$ cat config.mk
export PLATFORM = sky130hd
export DESIGN_NAME = adsc_div_stage
export DESIGN_NICKNAME = d
export VERILOG_FILES = /design/src/design/adsc_pkg.sv /design/src/design/adsc_div_stage.sv
export SDC_FILE = /design/constraint.sdc
export NUM_CORES = 1
export LEC_CHECK = 0
export ABC_AREA = 1
export BUFFER_PORTS_ARGS = -buffer_cell sky130_fd_sc_hd__buf_2
export CORE_MARGIN = 10
export CORE_UTILIZATION = 50
export DETAILED_ROUTE_END_ITERATION = 8
export PLACE_DENSITY = 0.76
export SYNTH_ARGS = -nofsm -noshare
export SYNTH_HDL_FRONTEND = slang
export SYNTH_SLANG_ARGS = --single-unit
$ cat constraint.sdc
create_clock -name vclk -period 7.69
set_input_delay 0.3845 -clock vclk [all_inputs]
set_output_delay 0.3845 -clock vclk [all_outputs]
set_load 0.02 [all_outputs]
$ cat src/design/adsc_pkg.sv
`timescale 1ns / 1ps
// ----------------------------------------------------------------------------
// adsc_pkg
// Shared types and constants for the airbrake deployment slew controller.
// ----------------------------------------------------------------------------
package adsc_pkg;

  typedef enum logic [1:0] {
    PH_WAIT   = 2'd0,
    PH_OPEN   = 2'd1,
    PH_CLOSED = 2'd2
  } phase_t;

  // configuration register indexes
  localparam logic [1:0] CFG_OPEN_ALT  = 2'd0;
  localparam logic [1:0] CFG_CLOSE_ALT = 2'd1;
  localparam logic [1:0] CFG_OPEN_RATE = 2'd2;
  localparam logic [1:0] CFG_CLOSE_RATE = 2'd3;

  localparam int ALT_W   = 25;
  localparam int LEVEL_W = 16;
  localparam int TICK_W  = 16;
  localparam int RATE_W  = 24;
  localparam int PROD_W  = RATE_W + TICK_W;

  localparam logic [LEVEL_W-1:0] FULL_OPEN  = 16'hFFFF;
  localparam logic [RATE_W-1:0]  RATE_RESET = 24'h010000;

  // per-word data carried alongside the divider
  typedef struct packed {
    logic [LEVEL_W-1:0] cur;
    logic               tgt_open;
    phase_t             phase;
  } side_t;

endpackage

$ cat src/design/adsc_div_stage.sv
`timescale 1ns / 1ps
// ----------------------------------------------------------------------------
// adsc_div_stage
// Division by a constant through reciprocal multiplication, saturating at
// full travel.
// ----------------------------------------------------------------------------
module adsc_div_stage import adsc_pkg::*; #(
  parameter int DIVISOR = 1000
) (
  input  logic [PROD_W-1:0]  dividend,
  output logic [LEVEL_W-1:0] quotient
);

  // below the saturation limit the dividend fits NUM_W bits, and a multiplier
  // of NUM_W + 1 bits with a shift of NUM_W + DIV_LOG gives the exact quotient
  localparam int DIV_LOG = $clog2(DIVISOR);
  localparam int NUM_W   = LEVEL_W + DIV_LOG;
  localparam int SHIFT   = NUM_W + DIV_LOG;
  localparam int MAG_W   = NUM_W + 1;
  localparam logic [PROD_W-1:0] SAT_LIMIT  = PROD_W'(DIVISOR) << LEVEL_W;
  localparam logic [63:0]       MAGIC_WIDE =
    ((64'd1 << SHIFT) + 64'(DIVISOR) - 64'd1) / 64'(DIVISOR);
  localparam logic [MAG_W-1:0]  MAGIC      = MAGIC_WIDE[MAG_W-1:0];

  logic [NUM_W+MAG_W-1:0] scaled;

  assign scaled   = {{MAG_W{1'b0}}, dividend[NUM_W-1:0]} * {{NUM_W{1'b0}}, MAGIC};
  assign quotient = (dividend >= SAT_LIMIT) ? FULL_OPEN : scaled[SHIFT +: LEVEL_W];

endmodule

Word level (Yosys, flattened, before mapping)
Index checks and enable logic that the tools add are counted.

$mul: 1. $lt $le $gt $ge: 1. Multiplexer cells: 1.

Operator list (number): multiplier 26 x 27 -> 52 bit, second input constant (1); greater-or-equal comparator 40 x 26 -> 1 bit, second input constant (1); two-way mux 16 bit (1).

Flip-flop bits (word level): 0. Input bits: 40.

Depth between registers and ports, before layout
Gate-level depths: netlist (run 1).

Depth after elaboration: 2. Depth in mapped cells: 26. Depth with buffers taken out: 26.

Worst setup path before layout (run 1)
Ideal clock, no wire load.

Path kind: input to output. Start: input dividend[20]. End: output quotient[0]. Arrival time: 5.345 ns. Required time: 7.306 ns. Setup slack: 1.960 ns. Stages on the path: 21. Cell sequence: inv_1 -> fa_1 -> inv_1 -> fa_1 -> fa_1 -> fa_1 -> fa_1 -> fa_1 -> inv_1 -> fa_1 -> inv_1 -> ha_1 -> nand2_1 -> inv_1 -> a21oi_1 -> a21boi_0 -> nor2_1 -> nor2_1 -> nand2_1 -> nand2_1 -> nand3_1.

Longest elaborated chain between the ends: 2. Elaborated cells between the ends (all ways): 3. Classes of those cells: mul: 1; order compare: 1; mux: 1.

RTL lines: start, declared (RTL line adsc_div_stage.sv:10) `input logic [PROD_W-1:0] dividend,`; multiplier 26 x 27 -> 52 bit or greater-or-equal comparator 40 x 26 -> 1 bit (tied branches) (RTL line adsc_div_stage.sv:27, adsc_div_stage.sv:28); two-way mux 16 bit (*) (RTL line adsc_div_stage.sv:28) `assign quotient = (dividend >= SAT_LIMIT) ? FULL_OPEN : scaled[SHIFT +: LEVEL_W];`; end, declared (RTL line adsc_div_stage.sv:11) `output logic [LEVEL_W-1:0] quotient`.

Every way passes the cells marked *; elsewhere a longest branch is shown, timed or not.

Worst setup path after layout (run 1)
Same ends and word-level chain as after synthesis.

==> key figures, run 1 <==
Status
  – Status: completed

Yosys
  – Sequential area share after synthesis: 0
  – Synthesized cell area: 0.01191 mm^2
  – Mapped Cells: 1502
  – Post-synth cell types: 26
  – Mapped Nets: 2029
  – Warnings from Yosys: 0
  – Mean Syn Cell Area: 7.930 um^2

Detailed routing
  – Metal-1 WL: 13970 um
  – Uppermost routed layer: met4
  – DR WL met3: 1881 um
  – Avg WL per Cell: 17.08 um
  – Drt pass-1 iters: 5
  – Total wire length: 32050 um
  – Metal2 WL: 15250 um
  – Antenna Nets Post-Route: 0
  – DRC viols: 0
  – Via Count: 9496
  – Via density: 5.062
  – DRT iter0 DRCs: 535

Layout
  – Clock buffer cells: 0
  – # diodes: 0
  – Layout Nets: 2086
  – Layout area overhead: 5.662%
  – Total area of sequential cells: 0 um^2
  – Multi-input logic area: 0.01006 mm^2
  – Filler instances: 2217
  – Sequential cell count: 0
  – Fraction of layout cells with a size suffix above 1: 0.05395

Clock network
  – Hold buffers post-CTS: 0
  – Setup Fix Bufs, Post-CTS: 0
  – # resized after CTS: 0

Floorplan
  – Die Wd: 174.3 um
  – IO Pins: 56
  – Initial core utilization: 0.5075
  – Die area: 0.03040 mm^2
  – Num rows: 56
  – Core area: 0.02347 mm^2
  – Die H: 174.3 um

STA
  – Crit share post-route: 0.8716
  – FMAX: 149.2 MHz
  – Worst-Margin Slew: 0.9140 ns
  – Total negative slack: 0 ns
  – Fin crit period: 6.702 ns
  – Setup Viol. Count Final: 0
  – Max Slew Vio Count: 0
  – Final hold viol count: 0
  – Worst slew margin: 0.3871
  – RSZ-0062 raised after global routing: no

GRT
  – Vias in the first global route: 10350
  – First-pass GRT wire length: 52940 um
  – Initial antenna violation count: 0
  – Pin count of the biggest net entering global routing: 17
  – GRT overflow: 0
  – GRT Overall Usage: 0.2163

Job
  – Max cap viols: 0

Place
  – RePlAce Congestion: 1.001
  – Post-DP HPWL: 29690 um
  – Buffers on Ports: 56

Critical path
  – Worst path cell trace: buf_2 -> inv_1 -> fa_1 -> inv_1 -> fa_1 -> fa_1 -> fa_1 -> fa_1 -> fa_1 -> inv_1 -> fa_1 -> inv_1 -> ha_1 -> nand2_1 -> inv_1 -> a21oi_1 -> a21boi_0 -> nor2_1 -> nor2_1 -> nand2_1 -> nand2_1 -> nand3_1 -> buf_2
  – Crit path largest cell delay: 0.57 ns
  – Crit. Startpoint: dividend[20]
  – Critical path fanouts, max: 8
  – WP data arrival: 6.32 ns
  – CP top delay family: adder cells
  – Critical path required time: 7.31 ns
  – Critical Path Source Type: input pin
  – Critical setup path kind: in2out
  – CP endpoint kind: output port
  – Slowest stage cell, crit path: fa_1
  – Crit-path most repeated cell: fa_1
  – Buf+Inv Stages, Crit Path: 7

Hold path
  – Worst min path class: in2out
  – Hold Crit Start: dividend[25]
==> final timing paths <==
| kind | endpoint | depth (start not counted) |
|---|---|---|
| setup / recovery | quotient[0] | 23 |
| hold / removal | quotient[15] | 5 |
==> stage by stage <==
step | instances | setup WS (ns) | utilization | hold slack [ns] | area, um^2
after floorplan | 1502 | 1.960 | - | 1.051 | 11910
after global placement | 1876 | 1.076 | 0.5362 | 1.444 | 12590
after detailed placement | 1876 | 1.060 | 0.5362 | 1.463 | 12590
after CTS | 1876 | 1.019 | 0.5362 | 1.469 | 12590
after global routing | 1876 | 0.6905 | 0.5362 | 1.509 | 12590
final | 1876 | 0.9875 | 0.5362 | 1.451 | 12590
==> cell families after synthesis <==
kind of cell,share of synthesized area
compound gates,0.04926
xor+xnor,0.0007354
fa+ha+maj,0.6452
buf+inv,0.1558
simple gates,0.1491
==> metal layers <==
layer | vias up | GRT usage
met1 | 4541 | 0.2806
met5 | - | 0
met3 | 57 | 0.03034
met4 | 0 | 0.05201
met2 | 274 | 0.3715
li1 | 4624 | -
==> cells in the mapped netlist (2+ instances only) <==
cell type    n  area share
inv_2        5      0.0016
nor2_1      76       0.024
nor3_1      13      0.0055
nor3_2       8      0.0067
a21oi_1     58       0.024
nand2_1    227       0.072
ha_1       275        0.29
nand4_1     21       0.011
inv_1      488        0.15
a21o_1       2      0.0013
nor2_2      10      0.0053
or2_2        2      0.0011
fa_1       212        0.36
nand3_1     51       0.021
a21boi_0     2      0.0013
o21bai_1     8      0.0050
o21ai_0     33       0.014
o21a_1       3      0.0019
==> placed cells by master (no fill, tap or decap), drive strengths merged, types with 8 or more instances in the layout <==
master and instances:
o21bai 8, nor3 21, nand4 21, a21oi 58
inv 493, buf 56, ha 275, nand2 228
fa 212, nand3 51, nor2 87, o21ai 33
==> tightest hold or removal path, cell delays in order <==
cell and delay [ns]:
buf_2 0.21, xnor2_1 0.14, nand2_1 0.08, nand3_1 0.08, buf_2 0.17
==> cell type report <==
cell class / count / area share
Inverter: 493 / 0.1470
Multi-Input combinational cell: 1008 / 0.7990
Tap cell: 319 / 0.03171
Timing Repair Buffer: 56 / 0.02227
Power of run 1 is not shown: default switching activity piles up to over one toggle a cycle in this logic, so the estimate is an artifact.
==> run 2: changes to the inputs <==
--- a/config.mk
+++ b/config.mk
@@ -8,9 +8,9 @@
 export ABC_AREA = 1
 export BUFFER_PORTS_ARGS = -buffer_cell sky130_fd_sc_hd__buf_2
 export CORE_MARGIN = 10
-export CORE_UTILIZATION = 50
+export CORE_UTILIZATION = 46
 export DETAILED_ROUTE_END_ITERATION = 8
-export PLACE_DENSITY = 0.76
+export PLACE_DENSITY = 0.72
 export SYNTH_ARGS = -nofsm -noshare
 export SYNTH_HDL_FRONTEND = slang
 export SYNTH_SLANG_ARGS = --single-unit
==> run 2 against run 1 <==
  * Non-clock buffer count unchanged
  * Sequential share of layout area is the same
  * Routed wire length rose by 1.1%
  * Utilization decreased by 3.9 points
  * First-iteration DRC count rose by 13%
  * Flip-flop and latch count unchanged
  * Fmax up 0.88%
  * Die area grew 7.7%
  * Critical endpoint is now quotient[4]
==> key figures, run 2 (synthesized netlist as in run 1, its figures left out) <==
Hold path
  – Worst min path class: in2out

Layout
  – Commonest non-fill, non-tap cell in the layout: inv_1
  – Fraction of layout cells with a size suffix above 1: 0.05395 (unchanged)
  – Filler instances: 2451 (+11%)
  – # diodes: 0 (unchanged)
  – Layout Nets: 2086 (unchanged)
  – Layout area overhead: 5.777%
  – Sequential cell count: 0 (unchanged)
  – Clock buffer cells: 0 (unchanged)
  – Total area of sequential cells: 0 um^2 (unchanged)
  – Commonest non-fill, non-tap cells in the layout: 488 x inv_1, 275 x ha_1, 227 x nand2_1

GRT
  – First-pass GRT wire length: 53190 um (+0.47%)
  – Initial antenna violation count: 0 (unchanged)
  – Pin count of the biggest net entering global routing: 17 (unchanged)
  – GRT overflow: 0 (unchanged)
  – Vias in the first global route: 10200 (-1.4%)
  – GRT Overall Usage: 0.1987 (-0.01761)

STA
  – RSZ-0062 raised after global routing: no
  – Final hold viol count: 0 (unchanged)
  – Worst slew margin: 0.3274 (-0.05975)
  – Setup Viol. Count Final: 0 (unchanged)
  – Fin crit period: 6.644 ns (-0.05876 ns)
  – Crit share post-route: 0.8639 (-0.007640)
  – FMAX: 150.5 MHz (+0.88%)
  – Total negative slack: 0 ns (unchanged)
  – Worst-Margin Slew: 1.003 ns (+0.08910 ns)
  – Max Slew Vio Count: 0 (unchanged)

Job
  – Max cap viols: 0 (unchanged)

Detailed routing
  – Uppermost routed layer: met4
  – Total wire length: 32400 um (+1.1%)
  – Drt pass-1 iters: 5 (unchanged)
  – Metal2 WL: 15150 um (-0.66%)
  – DRC viols: 0 (unchanged)
  – Via density: 5.047 (-0.30%)
  – Avg WL per Cell: 17.17 um (+0.49%)
  – Antenna Nets Post-Route: 0 (unchanged)
  – DRT iter0 DRCs: 602 (+13%)
  – DR WL met3: 1725 um (-8.3%)
  – Via Count: 9523 (+0.28%)
  – Metal-1 WL: 14400 um (+3.1%)

Critical path
  – Critical path fanouts, max: 8 (unchanged)
  – WP data arrival: 6.26 ns (-0.06 ns)
  – Critical setup path kind: in2out
  – Critical Path Source Type: input pin
  – CP endpoint kind: output port
  – Critical path required time: 7.31 ns (about the same)

Place
  – RePlAce Congestion: 1.005 (+0.34%)
  – Post-DP HPWL: 29750 um (+0.19%)
  – Buffers on Ports: 56 (unchanged)

Floorplan
  – Num rows: 58 (+3.6%)
  – IO Pins: 56 (unchanged)
  – Core area: 0.02533 mm^2 (+7.9%)
  – Die Wd: 180.9 um (+3.8%)
  – Initial core utilization: 0.4703 (-0.03715)
  – Die area: 0.03273 mm^2 (+7.7%)
  – Die H: 180.9 um (+3.8%)

Clock network
  – Setup Fix Bufs, Post-CTS: 0 (unchanged)
  – # resized after CTS: 0 (unchanged)
  – Hold buffers post-CTS: 0 (unchanged)

Status
  – Status: completed
==> run 2: cell counts in the layout (fill, tap and decap cells not counted) <==
Identical to the previous run, type by type.
==> run 2: area by class of cell <==
cell class | count | area [um^2] | area share
inverters | 493 | 1851 | 0.1469
multi-input cells | 1008 | 10060 | 0.7981
well taps | 330 | 412.9 | 0.03277
repair buffers | 56 | 280.3 | 0.02224
==> run 2: worst paths after layout <==
path                  depth (start not counted)            to         start
worst min-delay path                          5  quotient[15]  dividend[25]
worst max-delay path                         23   quotient[4]  dividend[20]
==> run 2: worst max-delay path, stage by stage <==
cell	delay (ns)
buf_2	0.26
inv_1	0.13
fa_1	0.54
inv_1	0.05
fa_1	0.48
fa_1	0.54
fa_1	0.48
fa_1	0.53
fa_1	0.56
inv_1	0.06
fa_1	0.53
inv_1	0.04
ha_1	0.30
nand2_1	0.14
nor2_1	0.21
nand2_1	0.16
nor3_2	0.18
nand2_1	0.09
nor3_2	0.15
nor2_1	0.08
nand3_1	0.07
nand3_1	0.07
buf_2	0.21
==> run 2: routing by layer <==
metal,GRT usage,up-vias
li1,-,4624
met1,0.2676,4539
met2,0.3347,296
met3,0.01538,64
met4,0.05446,0
met5,0,-
==> run 2: metrics by stage <==
step / std cells / cell area (um^2) / hold slack, ns / setup slack (ns) / util
6_report: 1887 / 12600 / 1.472 / 1.046 / 0.4975
5_1_grt: 1887 / 12600 / 1.499 / 0.7502 / 0.4975
4_1_cts: 1887 / 12600 / 1.468 / 1.078 / 0.4975
3_5_place_dp: 1887 / 12600 / 1.463 / 1.110 / 0.4975
3_3_place_gp: 1887 / 12600 / 1.452 / 1.099 / 0.4975
2_1_floorplan: 1502 / 11910 / 1.051 / 1.960 / -
Power of run 2 is left out for the same reason.
